<file path="src/sv/edtt_pkg.sv">
// ----------------------------------------------------------------------------
// edtt_pkg
// Shared constants for the packed-decimal to ASCII text converter.
// ----------------------------------------------------------------------------
package edtt_pkg;

  // Layout of the packed input word.
  localparam int unsigned WordW     = 64;
  localparam int unsigned DigitW    = 54;
  localparam int unsigned PointLsb  = 55;
  localparam int unsigned CountLsb  = 59;
  localparam int unsigned SignBit   = 63;
  localparam int unsigned NibbleW   = 4;

  // 2^54 - 1 has 17 decimal digits.
  localparam int unsigned BcdDigits = 17;
  localparam int unsigned BcdW      = BcdDigits * 4;
  localparam int unsigned StepW     = 6;

  localparam int unsigned CharW     = 7;

  localparam logic [CharW-1:0] CharZero  = 7'h30;
  localparam logic [CharW-1:0] CharMinus = 7'h2D;
  localparam logic [CharW-1:0] CharPoint = 7'h2E;
  localparam logic [CharW-1:0] CharNull  = 7'h00;

endpackage

</file>
<file path="src/sv/encoded_decimal_to_text.sv">
// ----------------------------------------------------------------------------
// encoded_decimal_to_text
// Renders one packed decimal word as ASCII text, one character per result.
// ----------------------------------------------------------------------------
// A transaction starts when start is high while busy is low; the packed word
// on encoded_value_i is captured at that edge. The 54-bit digit value is then
// converted to BCD by a shift-and-add-3 unit that takes one bit per cycle.
// After that the characters follow one per cycle on char_code_o, each
// marked by a one-cycle result_valid_o pulse: an optional '-', then the
// zero-padded digits with '.' inserted, and the final digit carries
// last_char_o. The receiver cannot stall, so every strobed result must be
// taken in the cycle it is shown. A well-formed word passes through the
// conversion, then a step that checks the word and sends the '-' when
// there is one (so the sign adds no time), then the digits and the point.
// Busy falls as the last character is presented, so the next word can be
// started in that same cycle. A word whose point position exceeds its digit
// count, or whose digit value needs more digits than the count allows,
// produces one result with char_code 0, last_char 1 and malformed 1.
// ----------------------------------------------------------------------------
module encoded_decimal_to_text (
  input  logic                               clk_i,
  input  logic                               rst_ni,
  input  logic                               start,
  output logic                               busy,
  input  logic signed [edtt_pkg::WordW-1:0]  encoded_value_i,
  output logic                               result_valid_o,
  output logic [edtt_pkg::CharW-1:0]         char_code_o,
  output logic                               last_char_o,
  output logic                               malformed_o
);

  typedef enum logic [1:0] {
    StIdle,
    StConvert,
    StDigits
  } state_e;

  state_e                          state_q;
  logic [edtt_pkg::NibbleW-1:0]    count_m1_q;  // digit count minus one
  logic [edtt_pkg::NibbleW-1:0]    point_m1_q;  // point position minus one
  logic                            negative_q;
  logic [edtt_pkg::NibbleW-1:0]    index_q;     // digit being emitted
  logic                            point_done_q;

  logic                            valid_q;
  logic [edtt_pkg::CharW-1:0]      char_q;
  logic                            last_q;
  logic                            bad_q;

  logic                            accept;
  logic                            conv_done;
  logic [edtt_pkg::BcdW-1:0]       bcd;
  logic                            overflow;
  logic                            bad_word;
  logic [3:0]                      cur_digit;

  assign accept = start && (state_q == StIdle);

  // The conversion unit sees the digit field directly.
  edtt_dabble u_dabble (
    .clk_i   (clk_i),
    .rst_ni  (rst_ni),
    .start_i (accept),
    .value_i (encoded_value_i[edtt_pkg::DigitW-1:0]),
    .done_o  (conv_done),
    .bcd_o   (bcd)
  );

  // The value does not fit when any BCD digit above the count is nonzero.
  always_comb begin
    overflow = 1'b0;
    for (int i = 0; i < edtt_pkg::BcdDigits; i++) begin
      if ((5'(i) > {1'b0, count_m1_q}) && (bcd[i*4 +: 4] != 4'd0)) begin
        overflow = 1'b1;
      end
    end
    bad_word  = overflow || (point_m1_q > count_m1_q);
    cur_digit = bcd[index_q*4 +: 4];
  end

  always_ff @(posedge clk_i or negedge rst_ni) begin
    if (!rst_ni) begin
      state_q      <= StIdle;
      count_m1_q   <= '0;
      point_m1_q   <= '0;
      negative_q   <= 1'b0;
      index_q      <= '0;
      point_done_q <= 1'b0;
      valid_q      <= 1'b0;
      char_q       <= edtt_pkg::CharNull;
      last_q       <= 1'b0;
      bad_q        <= 1'b0;
    end else begin
      valid_q <= 1'b0;
      unique case (state_q)
        StIdle: begin
          if (start) begin
            count_m1_q <= encoded_value_i[edtt_pkg::CountLsb +: edtt_pkg::NibbleW];
            point_m1_q <= encoded_value_i[edtt_pkg::PointLsb +: edtt_pkg::NibbleW];
            negative_q <= encoded_value_i[edtt_pkg::SignBit];
            state_q    <= StConvert;
          end
        end
        StConvert: begin
          if (conv_done) begin
            index_q      <= count_m1_q;
            point_done_q <= 1'b0;
            if (bad_word) begin
              // Single flagged result, then the transaction is over.
              valid_q <= 1'b1;
              char_q  <= edtt_pkg::CharNull;
              last_q  <= 1'b1;
              bad_q   <= 1'b1;
              state_q <= StIdle;
            end else begin
              if (negative_q) begin
                valid_q <= 1'b1;
                char_q  <= edtt_pkg::CharMinus;
                last_q  <= 1'b0;
                bad_q   <= 1'b0;
              end
              state_q <= StDigits;
            end
          end
        end
        StDigits: begin
          valid_q <= 1'b1;
          bad_q   <= 1'b0;
          if ((index_q == point_m1_q) && !point_done_q) begin
            // The point stands just left of the digit at point_m1.
            char_q       <= edtt_pkg::CharPoint;
            last_q       <= 1'b0;
            point_done_q <= 1'b1;
          end else begin
            char_q       <= edtt_pkg::CharZero + {3'b000, cur_digit};
            last_q       <= (index_q == '0);
            point_done_q <= 1'b0;
            if (index_q == '0) begin
              state_q <= StIdle;
            end else begin
              index_q <= index_q - 1'b1;
            end
          end
        end
        default: begin
          state_q <= StIdle;
        end
      endcase
    end
  end

  assign busy           = (state_q != StIdle);
  assign result_valid_o = valid_q;
  assign char_code_o    = char_q;
  assign last_char_o    = last_q;
  assign malformed_o    = bad_q;

endmodule

</file>
<file path="src/sv/edtt_dabble.sv">
// ----------------------------------------------------------------------------
// edtt_dabble
// Iterative binary to BCD converter: one shift-and-add-3 step per cycle.
// ----------------------------------------------------------------------------
module edtt_dabble (
  input  logic                          clk_i,
  input  logic                          rst_ni,
  input  logic                          start_i,
  input  logic [edtt_pkg::DigitW-1:0]   value_i,
  output logic                          done_o,
  output logic [edtt_pkg::BcdW-1:0]     bcd_o
);

  localparam logic [edtt_pkg::StepW-1:0] LastStep =
    edtt_pkg::StepW'(edtt_pkg::DigitW - 1);

  logic                          run_q;
  logic                          done_q;
  logic [edtt_pkg::StepW-1:0]    step_q;
  logic [edtt_pkg::DigitW-1:0]   shift_q, shift_d;
  logic [edtt_pkg::BcdW-1:0]     bcd_q, bcd_d;
  logic [edtt_pkg::BcdW-1:0]     adj;

  // Every digit of 5 or more gets 3 added before the shift.
  always_comb begin
    adj = bcd_q;
    for (int i = 0; i < edtt_pkg::BcdDigits; i++) begin
      if (bcd_q[i*4 +: 4] >= 4'd5) begin
        adj[i*4 +: 4] = bcd_q[i*4 +: 4] + 4'd3;
      end
    end
    bcd_d   = {adj[edtt_pkg::BcdW-2:0], shift_q[edtt_pkg::DigitW-1]};
    shift_d = {shift_q[edtt_pkg::DigitW-2:0], 1'b0};
  end

  always_ff @(posedge clk_i or negedge rst_ni) begin
    if (!rst_ni) begin
      run_q   <= 1'b0;
      done_q  <= 1'b0;
      step_q  <= '0;
      shift_q <= '0;
      bcd_q   <= '0;
    end else begin
      done_q <= 1'b0;
      if (start_i) begin
        run_q   <= 1'b1;
        step_q  <= '0;
        shift_q <= value_i;
        bcd_q   <= '0;
      end else if (run_q) begin
        shift_q <= shift_d;
        bcd_q   <= bcd_d;
        step_q  <= step_q + 1'b1;
        if (step_q == LastStep) begin
          run_q  <= 1'b0;
          done_q <= 1'b1;
        end
      end
    end
  end

  assign done_o = done_q;
  assign bcd_o  = bcd_q;

endmodule

</file>
<file path="config.mk">
export PLATFORM = sky130hd
export DESIGN_NAME = encoded_decimal_to_text
export DESIGN_NICKNAME = d
export VERILOG_FILES = /design/src/sv/edtt_pkg.sv /design/src/sv/encoded_decimal_to_text.sv /design/src/sv/edtt_dabble.sv
export SDC_FILE = /design/constraint.sdc
export NUM_CORES = 1
export LEC_CHECK = 0
export BUFFER_PORTS_ARGS = -buffer_cell sky130_fd_sc_hd__buf_2
export CAP_MARGIN = 25
export CELL_PAD_IN_SITES_DETAIL_PLACEMENT = 1
export CELL_PAD_IN_SITES_GLOBAL_PLACEMENT = 2
export CORE_MARGIN = 5
export CORE_UTILIZATION = 41
export CTS_CLUSTER_DIAMETER = 40
export DETAILED_ROUTE_END_ITERATION = 6
export GPL_ROUTABILITY_DRIVEN = 0
export GPL_TIMING_DRIVEN = 0
export HOLD_SLACK_MARGIN = 0.02
export PLACE_DENSITY = 0.85
export SYNTH_ARGS = -nofsm -noshare
export SYNTH_HDL_FRONTEND = slang
export SYNTH_SLANG_ARGS = --single-unit
</file>
<file path="constraint.sdc">
create_clock -name clk_i -period 4.1 [get_ports clk_i]
set_input_delay 0 -clock clk_i [delete_from_list [all_inputs] [get_ports clk_i]]
set_output_delay 0 -clock clk_i [all_outputs]
set_load 0.03 [all_outputs]
</file>
* Word level (Yosys, flattened, before mapping)
Index checks and enable logic that the tools add are counted.
** Operators by class
- Add/sub/neg operators :: 20
- Order comparisons :: 33
- Eq/ne operators :: 10
- Shift operators :: 1
- Mux-type cells :: 73
- Reductions and logical operators :: 45
** Operators with widths (count)
- $mux 68 :: 2
- $mux 54 :: 2
- $mux 4 :: 19
- $ge 4x3->1 const B :: 17
- $shiftx 68x7->4 :: 1
- $add 4x2->4 const B :: 16
- $reduce_bool 4->1 :: 16
- $gt 4x4->1 const A :: 8
- $mux 1 :: 31
- $mux 7 :: 4
- $logic_and 1x1->1 :: 17
- $gt 3x4->1 const A :: 4
- $pmux 7 s2 :: 1
- $mux 6 :: 2
- $mux 2 :: 5
- $gt 2x4->1 const A :: 2
- $ne 2x2->1 const B :: 4
- $pmux 1 s2 :: 4
- $pmux 4 s2 :: 1
- $reduce_and 4->1 :: 2
- $add 6x4->7 const A :: 1
- $add 6x1->6 const B :: 1
- $eq 6x6->1 const B :: 1
- $pmux 2 s3 :: 1
- other kinds (17) :: 20
** Storage, ports and cells
- Bits in registers :: 156
- Input port bits :: 67
- Output and inout port bits :: 11
- Logic and storage cells :: 197

* Depth between registers and ports, before layout
Gate-level depths: netlist of the first run.
- Depth after elaboration :: 22
- Depth in mapped cells :: 10
- Mapped depth without buffers :: 9

* Cells and area by module
From an unflattened synthesis of the first run, not the netlist that was laid out.
** Unflattened totals
- Cell total of the unflattened synthesis :: 966
- Area total of the unflattened synthesis :: 9320.2 µm²
** Modules (own cells, without submodules)
- edtt_dabble :: instances 1, cells each 754, area each 7185.6 µm², seq. area each 3253.1 µm²
- encoded_decimal_to_text :: instances 1, cells each 212, area each 2134.5 µm², seq. area each 625.6 µm²

* Least setup slack after synthesis of the first run
OpenSTA, ideal clock, no wires.
- Kind :: register -> register
- Start :: reg u_dabble.bcd_q, in the netlist u_dabble.bcd_o[44]
- End :: reg char_q, in the netlist char_code_o[2]
- Arrival :: 2.195 ns
- Data required time :: 3.969 ns
- Slack :: 1.774 ns
- Stages on the path, launching flop included :: 9
- Path through :: dfrtp_1 -> inv_1 -> ha_1 -> nor3b_1 -> nand3_1 -> o41ai_1 -> nand4_4 -> a311oi_4 -> o2bb2ai_1
** Between the ends
- Longest elaborated chain between the ends :: 12
- Elaborated cells on any way between the ends :: 17
- Classes of those cells :: add/sub (1); eq/ne (1); shift (1); mux (10); reduce/logical (4)
** RTL lines
- start, declared :: line edtt_dabble.sv:21 : logic [edtt_pkg::BcdW-1:0] bcd_q, bcd_d;
- start signal, assigned :: line edtt_dabble.sv:42 : bcd_q <= '0;
- start signal, assigned :: line edtt_dabble.sv:49 : bcd_q <= '0;
- start signal, assigned :: line edtt_dabble.sv:52 : bcd_q <= bcd_d;
- branches (longest 12 deep; another with $add 6x4->7)
- end signal, assigned :: line encoded_decimal_to_text.sv:90 : char_q <= edtt_pkg::CharNull;
- end signal, assigned :: line encoded_decimal_to_text.sv:111 : char_q <= edtt_pkg::CharNull;
- end signal, assigned :: line encoded_decimal_to_text.sv:118 : char_q <= edtt_pkg::CharMinus;
- end, declared :: line encoded_decimal_to_text.sv:46 : logic [edtt_pkg::CharW-1:0] char_q;
Several ways; the timed one is not identified. The select of a mux whose other input is x is not followed.
A chain may end at the register's enable or synchronous reset.

* Final worst setup path of the first run
- Start :: reg u_dabble.bcd_q, in the netlist u_dabble.bcd_o[16]
- End :: reg char_q, in the netlist char_code_o[3]
** Between the ends
- Longest elaborated chain between the ends :: 19
- Elaborated cells on any way between the ends :: 24
- Classes of those cells :: add/sub (1); eq/ne (1); shift (1); mux (17); reduce/logical (4)
** RTL lines
- $reduce_bool 4->1 :: line encoded_decimal_to_text.sv:73 : if ((5'(i) > {1'b0, count_m1_q}) && (bcd[i*4 +: 4] != 4'd0)) begin
- $logic_and 1x1->1 :: line encoded_decimal_to_text.sv:73
- $mux 1 (13 in series) :: line encoded_decimal_to_text.sv:73
- $logic_or 1x1->1 :: line encoded_decimal_to_text.sv:77 : bad_word = overflow || (point_m1_q > count_m1_q);
- $mux 7 :: line encoded_decimal_to_text.sv:108 : if (bad_word) begin
- $mux 7 :: line encoded_decimal_to_text.sv:105 : if (conv_done) begin
- $pmux 7 s2 :: line encoded_decimal_to_text.sv:95 : unique case (state_q)
Parallel ways exist; a longest one is shown, timed or not. The select of a mux whose other input is x is not followed.

==> results of run 1 <==
## cells in the mapped netlist, types with 17 or more instances
| cell type | n |
|---|---|
| dfrtp_1 | 155 |
| o21ai_0 | 122 |
| nand2_1 | 109 |
| nor2_1 | 92 |
| a21oi_1 | 74 |
| mux2i_1 | 72 |
| inv_1 | 51 |
| ha_1 | 46 |
| clkbuf_1 | 40 |
| xnor2_1 | 21 |
| nand3_1 | 20 |
| xor2_1 | 20 |
| nand2b_1 | 19 |
| nor3_1 | 18 |
| mux4_2 | 17 |
## per-stage QoR
stage,instance area [um2],utilization,setup slack [ns],hold slack (ns),cells
floorplan,9010,-,1.77,-0.296,966
global placement,9740,0.447,0.426,0.204,1321
detailed placement,9780,0.450,1.03,0.0661,1323
CTS,11000,0.505,1.01,0.0532,1418
global route,11000,0.505,0.783,0.0949,1419
finish,11000,0.505,0.992,0.0866,1419
## where the power goes
group | switching [mW] | leakage (nW) | internal (mW) | total (mW)
Sequential | 0.557 | 2.01 | 2.05 | 2.61
Clock | 0.720 | 0.269 | 0.863 | 1.58
Combinational | 1.64 | 3.00 | 1.18 | 2.82
## worst max-delay path by stage
stage                             from                    to  slack (ns)  depth (start not counted)
finish              u_dabble.bcd_o[16]        char_code_o[3]        0.99                          9
global route        u_dabble.bcd_o[44]        char_code_o[2]        0.78                          8
CTS                 u_dabble.bcd_o[16]        char_code_o[3]        1.01                          9
detailed placement  u_dabble.bcd_o[16]        char_code_o[3]        1.03                          9
global placement                rst_ni  u_dabble.shift_q[38]        0.43                          1
floorplan           u_dabble.bcd_o[44]        char_code_o[2]        1.77                          8
## routing by layer
layer	share of wire	wire (um)	up-vias	GRT usage
met1	0.44	12400	3848	0.301
li1	-	-	3652	-
met4	0.028	777	0	0.0885
met3	0.034	957	64	0.0413
met2	0.49	13800	140	0.386
met5	0	0	-	0
## flip-flops by register name, indices dropped and copies added (netlist names)
| signal | count |
|---|---|
| char_code_o | 6 |
| count_m1_q | 4 |
| index_q | 4 |
| last_char_o | 1 |
| malformed_o | 1 |
| negative_q | 1 |
| point_done_q | 1 |
| point_m1_q | 4 |
| result_valid_o | 1 |
| state_q | 2 |
| u_dabble.bcd_o | 68 |
| u_dabble.done_o | 1 |
| u_dabble.run_q | 1 |
| u_dabble.shift_q | 54 |
| u_dabble.step_q | 6 |
## critical path: stages (launching register included)
cell       delay (ns)
dfrtp_1          0.44
inv_1            0.12
ha_1             0.23
nor3b_1          0.38
o32ai_1          0.14
a2111oi_0        0.58
and3_2           0.36
nand4_4          0.18
a311oi_4         0.42
o2bb2ai_1        0.12
## cells by family (layout without fill, tap and decap cells)
family / Yosys count / count (layout) / synth area share
AOI/OAI and AO/OA: 232 / 232 / 0.144
buffers and inverters: 105 / 277 / 0.0454
adders and majority gates: 46 / 46 / 0.0639
muxes: 96 / 96 / 0.131
other: 1 / 2 / 0.000416
and+or+nand+nor: 290 / 290 / 0.145
DFF: 155 / 155 / 0.430
xor gates and xnor gates: 41 / 41 / 0.0399
## cell type report
type | instances | area, um2
tap | 280 | 350
sequential | 155 | 3880
timing repair buffer | 141 | 1060
multi-input combinational | 706 | 4720
buffer | 53 | 214
clock buffer | 18 | 439
antenna | 1 | 2.50
fill | 2532 | 10800
inverter | 52 | 195
clock inverter | 13 | 129
## what timing repair did
action | CTS | global route
endpoints found under the setup margin | 0 | 0
hold buffers | 64 | 0
hold endpoints to repair | 146 | 0
==> run summary, run 1 <==
Tot GR Track Use -> 0.232
status -> finished clean
I/O pins -> 78
Synth top area share -> 0.430
headroom to the max-slew limit -> 0.383
DR pass1 iterations -> 5
FF-to-FF End -> char_code_o[3]
Final Max Tran Viols -> 0
max cap viols -> 0
Area Growth Syn to Fin -> 22.0%
syn nets -> 1,079
clock transition at the registers of the reported paths -> 0.07 ns
CTS sink cnt -> 155
worst vdd ir -> 0.000303 V
Initial Util -> 0.414
pwr dens -> 638 mW/mm2
Worst Skew -> 0.00970 ns
top_reg_cell synth -> dfrtp_1
Overall Power -> 7.01 mW
worst hold path depth -> 3
sequential-to-total area share from yosys stat -> 0.430
Leak -> 5.28 nW
IO buf count -> 75
slew of the pin with the lowest slew margin -> 0.925 ns
Die Ht -> 158 um
Setup Buffers After CTS -> 0
pin count of the biggest net entering global routing -> 85
Post-synth EDFFs -> 0
global route overflow -> 0
average cell area after synthesis -> 9.33 um2
RSZ-0062 raised after global routing -> false
Tcrit/Tclk final -> 0.758
CTS tree -> built
Yosys reg bits -> 155
final wirelength -> 28,000 um
WL/cell -> 19.7 um
Post-DRT Antenna Nets -> 0
Synth async-reset ratio -> 1.00
initial antenna violation count -> 1
first-pass GRT wire length -> 45,000 um
hold path start -> start
most frequent cells in the layout -> dfrtp_1 (155), o21ai_0 (122), nand2_1 (109), nor2_1 (92), buf_2 (77)
Die Wd -> 158 um
crit path max fanout -> 7
vias per cell -> 5.43
worst reg-to-reg setup slack -> 0.99 ns
crit path kind -> flip-flop to flip-flop
CTS Buf Count -> 17
CTS Buffer Depth -> 2
endpoints failing setup -> 0
Worst Path Required -> 4.40 ns
H-tree Lvls -> 4
Row Count -> 54
Final Hold Viols -> 0
synthesized cell area -> 0.00901 mm2
worst min path class -> input pin to flip-flop
nets -> 1,239
Die ar. -> 0.0250 mm2
via total after detailed routing -> 7,704
path depth of the worst reg2reg path -> 9
vias in the first global route -> 8,272
Syn. warnings -> 0
Worst-Skew Late Latency -> 0.43 ns
initial detailed-routing violation count -> 377
Worst setup SP type -> flip-flop
dominant cells by area after synthesis -> dfrtp_1 (43%), mux2i_1 (8.0%), o21ai_0 (6.8%), ha_1 (6.4%), nand2_1 (4.5%)
dpl hpwl -> 19,000 um
drt drc -> 0
crit path DAT -> 3.41 ns
Worst setup EP type -> flip-flop
post_cts resized -> 0
setup TNS -> 0 ns
RR Startpoint -> u_dabble.bcd_o[16]
commonest non-fill, non-tap cell in the layout -> dfrtp_1
CTS root buffer -> clkbuf_16
Core Area -> 0.0218 mm2
layout cells sized above 1 -> 0.127
Post-Synthesis Cells -> 966
Fmax achieved -> 322 MHz
Unique masters post-synth -> 56
post-layout min period -> 3.11 ns
hold endpoint -> state_q[0]
leading area contributor after synthesis -> dfrtp_1
No activity file was read; power rests on OpenSTA's default activity.
==> inputs of run 2 (changes only) <==
--- a/config.mk
+++ b/config.mk
@@ -10,13 +10,13 @@
 export CELL_PAD_IN_SITES_DETAIL_PLACEMENT = 1
 export CELL_PAD_IN_SITES_GLOBAL_PLACEMENT = 2
 export CORE_MARGIN = 5
-export CORE_UTILIZATION = 41
+export CORE_UTILIZATION = 38
 export CTS_CLUSTER_DIAMETER = 40
 export DETAILED_ROUTE_END_ITERATION = 6
 export GPL_ROUTABILITY_DRIVEN = 0
 export GPL_TIMING_DRIVEN = 0
 export HOLD_SLACK_MARGIN = 0.02
-export PLACE_DENSITY = 0.85
+export PLACE_DENSITY = 0.79
 export SYNTH_ARGS = -nofsm -noshare
 export SYNTH_HDL_FRONTEND = slang
 export SYNTH_SLANG_ARGS = --single-unit
==> constraint.sdc (replaced) <==
create_clock -name clk_i -period 3 [get_ports clk_i]
set_input_delay 0 -clock clk_i [delete_from_list [all_inputs] [get_ports clk_i]]
set_output_delay 0 -clock clk_i [all_outputs]
set_load 0.03 [all_outputs]
==> run 2 against run 1 <==
Net effect: worst hold slack worse by 0.031 ns; via count down 0.97%; non-clock buffer count down 2; clock skew is 0.0012 ns higher; core utilization fell by 3.1 points; cell count is 2.7% higher; register-to-register slack worse by 0.81 ns; clock power grew 46%; sequential share of layout area down 0.35 points; fmax grew 10%; cell area is 0.99% higher; largest power group unchanged.
==> run summary, run 2 (synthesis gave the netlist of run 1 again) <==
status -> finished clean (unchanged)
Worst setup SP type -> flip-flop (unchanged)
Post-DRT Antenna Nets -> 0 (unchanged)
drt drc -> 0 (unchanged)
Power Internal -> 5.71 mW (was 4.09 mW)
worst reg-to-reg setup slack -> 0.18 ns (was 0.99 ns)
RSZ-0062 raised after global routing -> false (unchanged)
Sw Ratio -> 0.412 (was 0.417)
DR pass1 iterations -> 5 (unchanged)
Die Ht -> 164 um (was 158 um)
CTS Buffer Depth -> 2 (unchanged)
Die Wd -> 164 um (was 158 um)
layout cells sized above 1 -> 0.131 (was 0.127)
pwr dens -> 875 mW/mm2 (was 638 mW/mm2)
slew of the pin with the lowest slew margin -> 1.03 ns (was 0.925 ns)
hold slack -> 0.0555 ns (was 0.0866 ns)
vias per cell -> 5.23 (was 5.43)
nets -> 1,237 (was 1,239)
max incr delay on CP -> 0.43 ns (was 0.58 ns)
global route overflow -> 0 (unchanged)
crit path DAT -> 3.10 ns (was 3.41 ns)
Finished Layout Cells -> 1,458 (was 1,419)
clock group share of total power -> 0.236 (was 0.226)
Final WS setup -> 0.182 ns (was 0.992 ns)
I/O pins -> 78 (unchanged)
max cap viols -> 0 (unchanged)
Reg area -> 0.00388 mm2 (unchanged)
max reg flops -> 68 (unchanged)
headroom to the max-slew limit -> 0.312 (was 0.383)
dpl hpwl -> 19,100 um (was 19,000 um)
worst vdd ir -> 0.000355 V (was 0.000303 V)
crit path kind -> flip-flop to flip-flop (unchanged)
Worst Path Required -> 3.29 ns (was 4.40 ns)
commonest non-fill, non-tap cell in the layout -> dfrtp_1 (unchanged)
Row Count -> 56 (was 54)
Leak -> 5.32 nW (was 5.28 nW)
pre-CTS setup slack -> -0.120 ns (was 1.03 ns)
Setup Buffers After CTS -> 0 (unchanged)
Util after Layout -> 0.474 (was 0.505)
worst min path class -> input pin to flip-flop (unchanged)
total net switching power -> 4.01 mW (was 2.92 mW)
first-pass GRT wire length -> 44,500 um (was 45,000 um)
Reg power frac -> 0.369 (was 0.372)
pin count of the biggest net entering global routing -> 93 (was 85)
initial antenna violation count -> 1 (unchanged)
Final Hold Viols -> 0 (unchanged)
post-layout min period -> 2.82 ns (was 3.11 ns)
Final Max Tran Viols -> 0 (unchanged)
Area Growth Syn to Fin -> 23.2% (was 22.0%)
Worst Skew -> 0.0109 ns (was 0.00970 ns)
final wirelength -> 27,900 um (was 28,000 um)
Initial Util -> 0.385 (was 0.414)
Worst-Skew Late Latency -> 0.43 ns (about the same)
crit path max fanout -> 7 (unchanged)
fillers -> 2,713 (was 2,532)
CTS root buffer -> clkbuf_16 (unchanged)
Tcrit/Tclk final -> 0.939 (was 0.758)
CTS tree -> built (unchanged)
Fmax achieved -> 355 MHz (was 322 MHz)
CTS Buf Count -> 17 (unchanged)
Core Area -> 0.0234 mm2 (was 0.0218 mm2)
Tot GR Track Use -> 0.212 (was 0.232)
endpoints failing setup -> 0 (unchanged)
Slowest-stage cell, CP -> dfrtp_1 (was a2111oi_0)
clock transition at the registers of the reported paths -> 0.07 ns (about the same)
vias in the first global route -> 7,972 (was 8,272)
Die ar. -> 0.0269 mm2 (was 0.0250 mm2)
IO buf count -> 75 (unchanged)
CTS sink cnt -> 155 (unchanged)
initial detailed-routing violation count -> 465 (was 377)
CP Cell Sequence -> inv_1 > ha_1 > nor3b_2 > nand3_1 > nor4b_2 > a311o_1 > nand4_4 > a311oi_4 > o2bb2ai_1 (was inv_1 > ha_1 > nor3b_1 > o32ai_1 > a2111oi_0 > and3_2 > nand4_4 > a311oi_4 > o2bb2ai_1)
H-tree Lvls -> 4 (unchanged)
via total after detailed routing -> 7,629 (was 7,704)
WL/cell -> 19.1 um (was 19.7 um)
Worst setup EP type -> flip-flop (unchanged)
Combinational Power Share -> 0.395 (was 0.402)
Multi-input gate area -> 0.00475 mm2 (was 0.00472 mm2)
Cells after DPL -> 1,361 (was 1,323)
most frequent cells in the layout -> dfrtp_1 (155), o21ai_0 (121), nand2_1 (109), nor2_1 (92), buf_2 (77) (was dfrtp_1 (155), o21ai_0 (122), nand2_1 (109), nor2_1 (92), buf_2 (77))
## run 2: changes by cell type in the layout (fill, tap and decap cells not counted), moves of 2 or more
cell,before,now
clkinv_4,0,4
clkinvlp_4,4,1
clkbuf_1,40,38
inv_6,6,4
nor3b_1,7,5
nor3b_2,0,2
## run 2: final timing paths
path / cells after the start / start / end
max: 9 / u_dabble.bcd_o[56] / char_code_o[2]
min in group asynchronous: 2 / rst_ni / u_dabble.bcd_o[49]
min reg2reg: 1 / char_code_o[5] / char_code_o[5]
max reg2reg: 9 / u_dabble.bcd_o[56] / char_code_o[2]
max in group asynchronous: 3 / rst_ni / malformed_o
min: 3 / start / state_q[0]
## run 2: layout make-up
type | instances | share of cell area
multi-input cells | 706 | 0.427
flip-flops and latches | 155 | 0.349
repair buffers | 140 | 0.0949
clock buffers | 18 | 0.0395
well taps | 319 | 0.0359
plain buffers | 52 | 0.0190
inverters | 52 | 0.0176
clock inverters | 14 | 0.0159
diodes | 2 | 0.000451
## run 2: per-layer routing
metal | vias up | part of all wire | track usage
met3 | 25 | 0.039 | 0.0381
met4 | 0 | 0.013 | 0.0579
met1 | 3840 | 0.46 | 0.287
met2 | 115 | 0.49 | 0.352
met5 | - | 0 | 0
li1 | 3649 | - | -
## run 2: what timing repair did
item	CTS	global route
hold buffers	64	0
endpoints found under the setup margin	9	8
endpoints found under the hold margin	126	0
gates resized for setup	2	5
## run 2: worst max-delay path, delay by kind of cell (launching register included)
family,cells,cell delay [ns]
and+or+nand+nor,4,1.12
AOI/OAI and AO/OA,3,0.80
DFF,1,0.43
adders and majority gates,1,0.22
buffers and inverters,1,0.11
## run 2: power by group through the flow
stage	Clock [mW]	Sequential, mW	Combinational [mW]
after global placement	0	3.53	3.63
after detailed placement	0	3.56	3.75
after CTS	2.35	3.57	3.84
after floorplan	0	3.32	2.76
final	2.30	3.58	3.84
after global routing	2.44	3.69	4.33
## run 2: through the flow
step                setup TNS, ns  total power [mW]  instance area (um2)
floorplan                       0              6.07                 9010
global placement          -105.62              7.17                 9780
detailed placement         -0.511              7.31                 9820
CTS                             0              9.75                11100
global route                    0              10.5                11100
finish                          0              9.72                11100
==> inputs of run 3 (changes only) <==
--- a/config.mk
+++ b/config.mk
@@ -14,7 +14,6 @@
 export CTS_CLUSTER_DIAMETER = 40
 export DETAILED_ROUTE_END_ITERATION = 6
 export GPL_ROUTABILITY_DRIVEN = 0
-export GPL_TIMING_DRIVEN = 0
 export HOLD_SLACK_MARGIN = 0.02
 export PLACE_DENSITY = 0.79
 export SYNTH_ARGS = -nofsm -noshare
==> constraint.sdc (replaced) <==
create_clock -name clk_i -period 3 [get_ports clk_i]
set_input_delay 0.15 -clock clk_i [delete_from_list [all_inputs] [get_ports clk_i]]
set_output_delay 0.15 -clock clk_i [all_outputs]
set_load 0.03 [all_outputs]
==> run 3 against run 2 <==
Net effect: sequential cell count unchanged; worst hold slack better by 0.18 ns; sequential share of layout area up 0.48 points; setup slack better by 0.11 ns; clock-buffer cell count unchanged; global-route usage down 1.7 points; critical path depth unchanged; core utilization down 0.60 points; sequential power up 1%; via count down 2.9%; critical path type unchanged; critical endpoint unchanged; largest power group unchanged; highest routed layer unchanged.
==> run summary, run 3 (synthesis gave the netlist of run 1 again) <==
status -> finished clean (unchanged)
endpoints failing setup -> 0 (unchanged)
CTS root buffer -> clkbuf_16 (unchanged)
final wirelength -> 25,400 um (was 27,900 um)
Reg power frac -> 0.381 (was 0.369)
clock transition at the registers of the reported paths -> 0.07 ns (about the same)
Row Count -> 56 (unchanged)
WL/cell -> 17.9 um (was 19.1 um)
slew of the pin with the lowest slew margin -> 1.06 ns (was 1.03 ns)
total net switching power -> 3.88 mW (was 4.01 mW)
worst reg-to-reg setup slack -> 0.29 ns (was 0.18 ns)
Leak -> 5.28 nW (was 5.32 nW)
first-pass GRT wire length -> 42,000 um (was 44,500 um)
Core Area -> 0.0234 mm2 (unchanged)
crit path kind -> flip-flop to flip-flop (unchanged)
CTS tree -> built (unchanged)
Tot GR Track Use -> 0.196 (was 0.212)
vias in the first global route -> 7,892 (was 7,972)
setup TNS -> 0 ns (unchanged)
Final Max Tran Viols -> 0 (unchanged)
worst vdd ir -> 0.000340 V (was 0.000355 V)
Die ar. -> 0.0269 mm2 (unchanged)
Fmax achieved -> 369 MHz (was 355 MHz)
CTS Buffer Depth -> 2 (unchanged)
global route overflow -> 0 (unchanged)
Worst Path Required -> 3.30 ns (was 3.29 ns)
post-layout min period -> 2.71 ns (was 2.82 ns)
IO buf count -> 75 (unchanged)
initial detailed-routing violation count -> 374 (was 465)
Worst-Skew Late Latency -> 0.44 ns (was 0.43 ns)
nets -> 1,199 (was 1,237)
max cap viols -> 0 (unchanged)
Sw Ratio -> 0.409 (was 0.412)
Final Hold Viols -> 0 (unchanged)
fillers -> 2,728 (was 2,713)
Power Internal -> 5.62 mW (was 5.71 mW)
vias per cell -> 5.22 (was 5.23)
Worst Skew -> 0.0133 ns (was 0.0109 ns)
Area Growth Syn to Fin -> 21.7% (was 23.2%)
Initial Util -> 0.385 (unchanged)
RSZ-0062 raised after global routing -> false (unchanged)
initial antenna violation count -> 1 (unchanged)
dpl hpwl -> 16,400 um (was 19,100 um)
path depth of the worst reg2reg path -> 9 (unchanged)
CTS sink cnt -> 155 (unchanged)
worst min path class -> input pin to asynchronous set/reset pin (was input pin to flip-flop)
Worst setup EP type -> flip-flop (unchanged)
clock group share of total power -> 0.233 (was 0.236)
most frequent cells in the layout -> dfrtp_1 (154), o21ai_0 (122), nand2_1 (109), nor2_1 (92) (was dfrtp_1 (155), o21ai_0 (121), nand2_1 (109), nor2_1 (92), buf_2 (77))
crit path max fanout -> 7 (unchanged)
Die Ht -> 164 um (unchanged)
CTS Buf Count -> 17 (unchanged)
Finished Layout Cells -> 1,419 (was 1,458)
Cells after DPL -> 1,322 (was 1,361)
Worst setup SP type -> flip-flop (unchanged)
FF-to-FF End -> char_code_o[2] (unchanged)
RR Startpoint -> u_dabble.bcd_o[4] (was u_dabble.bcd_o[56])
pwr dens -> 867 mW/mm2 (was 875 mW/mm2)
commonest non-fill, non-tap cell in the layout -> dfrtp_1 (unchanged)
pin count of the biggest net entering global routing -> 73 (was 93)
H-tree Lvls -> 4 (unchanged)
Die Wd -> 164 um (unchanged)
max reg flops -> 68 (unchanged)
Tcrit/Tclk final -> 0.902 (was 0.939)
layout cells sized above 1 -> 0.142 (was 0.131)
Combinational Power Share -> 0.386 (was 0.395)
via total after detailed routing -> 7,406 (was 7,629)
I/O pins -> 78 (unchanged)
headroom to the max-slew limit -> 0.293 (was 0.312)
drt drc -> 0 (unchanged)
Post-DRT Antenna Nets -> 0 (unchanged)
DR pass1 iterations -> 6 (was 5)
crit path DAT -> 3.01 ns (was 3.10 ns)
[run 3: changes by cell type in the layout (fill, tap and decap cells not counted), moves of 2 or more]
cell / change
buf_1: -8
clkbuf_1: -37
clkinvlp_4: +2
clkinv_4: -2
nor3b_2: -2
nor3b_1: +2
buf_2: -3
buf_12: +3
buf_4: +11
[run 3: timing repair]
action | 4_1_cts | 5_1_grt
endpoints found under the hold margin | 120 | 0
buffers inserted | 0 | 0
setup endpoints to repair | 0 | 4
hold buffers | 64 | 0
resized for setup | 0 | 1
[run 3: worst max path at each step]
stage / startpoint / cells after the start / endpoint / slack [ns]
4_1_cts: u_dabble.bcd_o[56] / 9 / char_code_o[2] / 0.24
6_report: u_dabble.bcd_o[4] / 9 / char_code_o[2] / 0.29
2_1_floorplan: u_dabble.bcd_o[44] / 8 / char_code_o[3] / 0.67
5_1_grt: u_dabble.bcd_o[56] / 9 / char_code_o[2] / 0.07
3_5_place_dp: u_dabble.bcd_o[56] / 9 / char_code_o[2] / 0.28
3_3_place_gp: u_dabble.bcd_o[56] / 9 / char_code_o[2] / 0.38
[run 3: layout make-up]
class / instances / area, um2 / area share
diodes: 1 / 2.50 / 0.000228
clock buffers: 18 / 429 / 0.0391
clock inverters: 14 / 153 / 0.0139
inverters: 52 / 195 / 0.0178
multi-input cells: 706 / 4730 / 0.431
flip-flops and latches: 155 / 3880 / 0.354
well taps: 319 / 399 / 0.0364
repair buffers: 154 / 1170 / 0.107
[run 3: per-stage QoR]
step	setup slack [ns]	total power, mW	hold WS [ns]	util	area (um2)
final	0.294	9.50	0.237	0.469	11000
after global routing	0.0713	10.3	0.242	0.469	11000
after CTS	0.238	9.55	0.229	0.468	11000
after detailed placement	0.282	7.23	0.177	0.416	9730
after global placement	0.376	7.07	0.174	0.416	9730
after floorplan	0.674	6.07	-0.146	-	9010
[run 3: worst max-delay path, cell delays in order (launching register included)]
cell and delay (ns):
dfrtp_1 0.43, inv_1 0.12, ha_1 0.21, nor3b_1 0.32
o32ai_1 0.15, a2111oi_0 0.33, and3_2 0.29, nand4_4 0.18
a311oi_4 0.42, o2bb2ai_1 0.11
[run 3: power by group through the flow]
stage	registers, mW	clock network (mW)	logic, mW
detailed placement	3.64	0	3.59
CTS	3.61	2.25	3.68
global route	3.74	2.36	4.17
finish	3.62	2.21	3.67
global placement	3.61	0	3.46
floorplan	3.32	0	2.76
[run 3: metal layers]
metal	wire [um]	global-route usage
met5	0	0
met4	588	0.0614
met3	735	0.0316
met2	12400	0.322
met1	11600	0.265
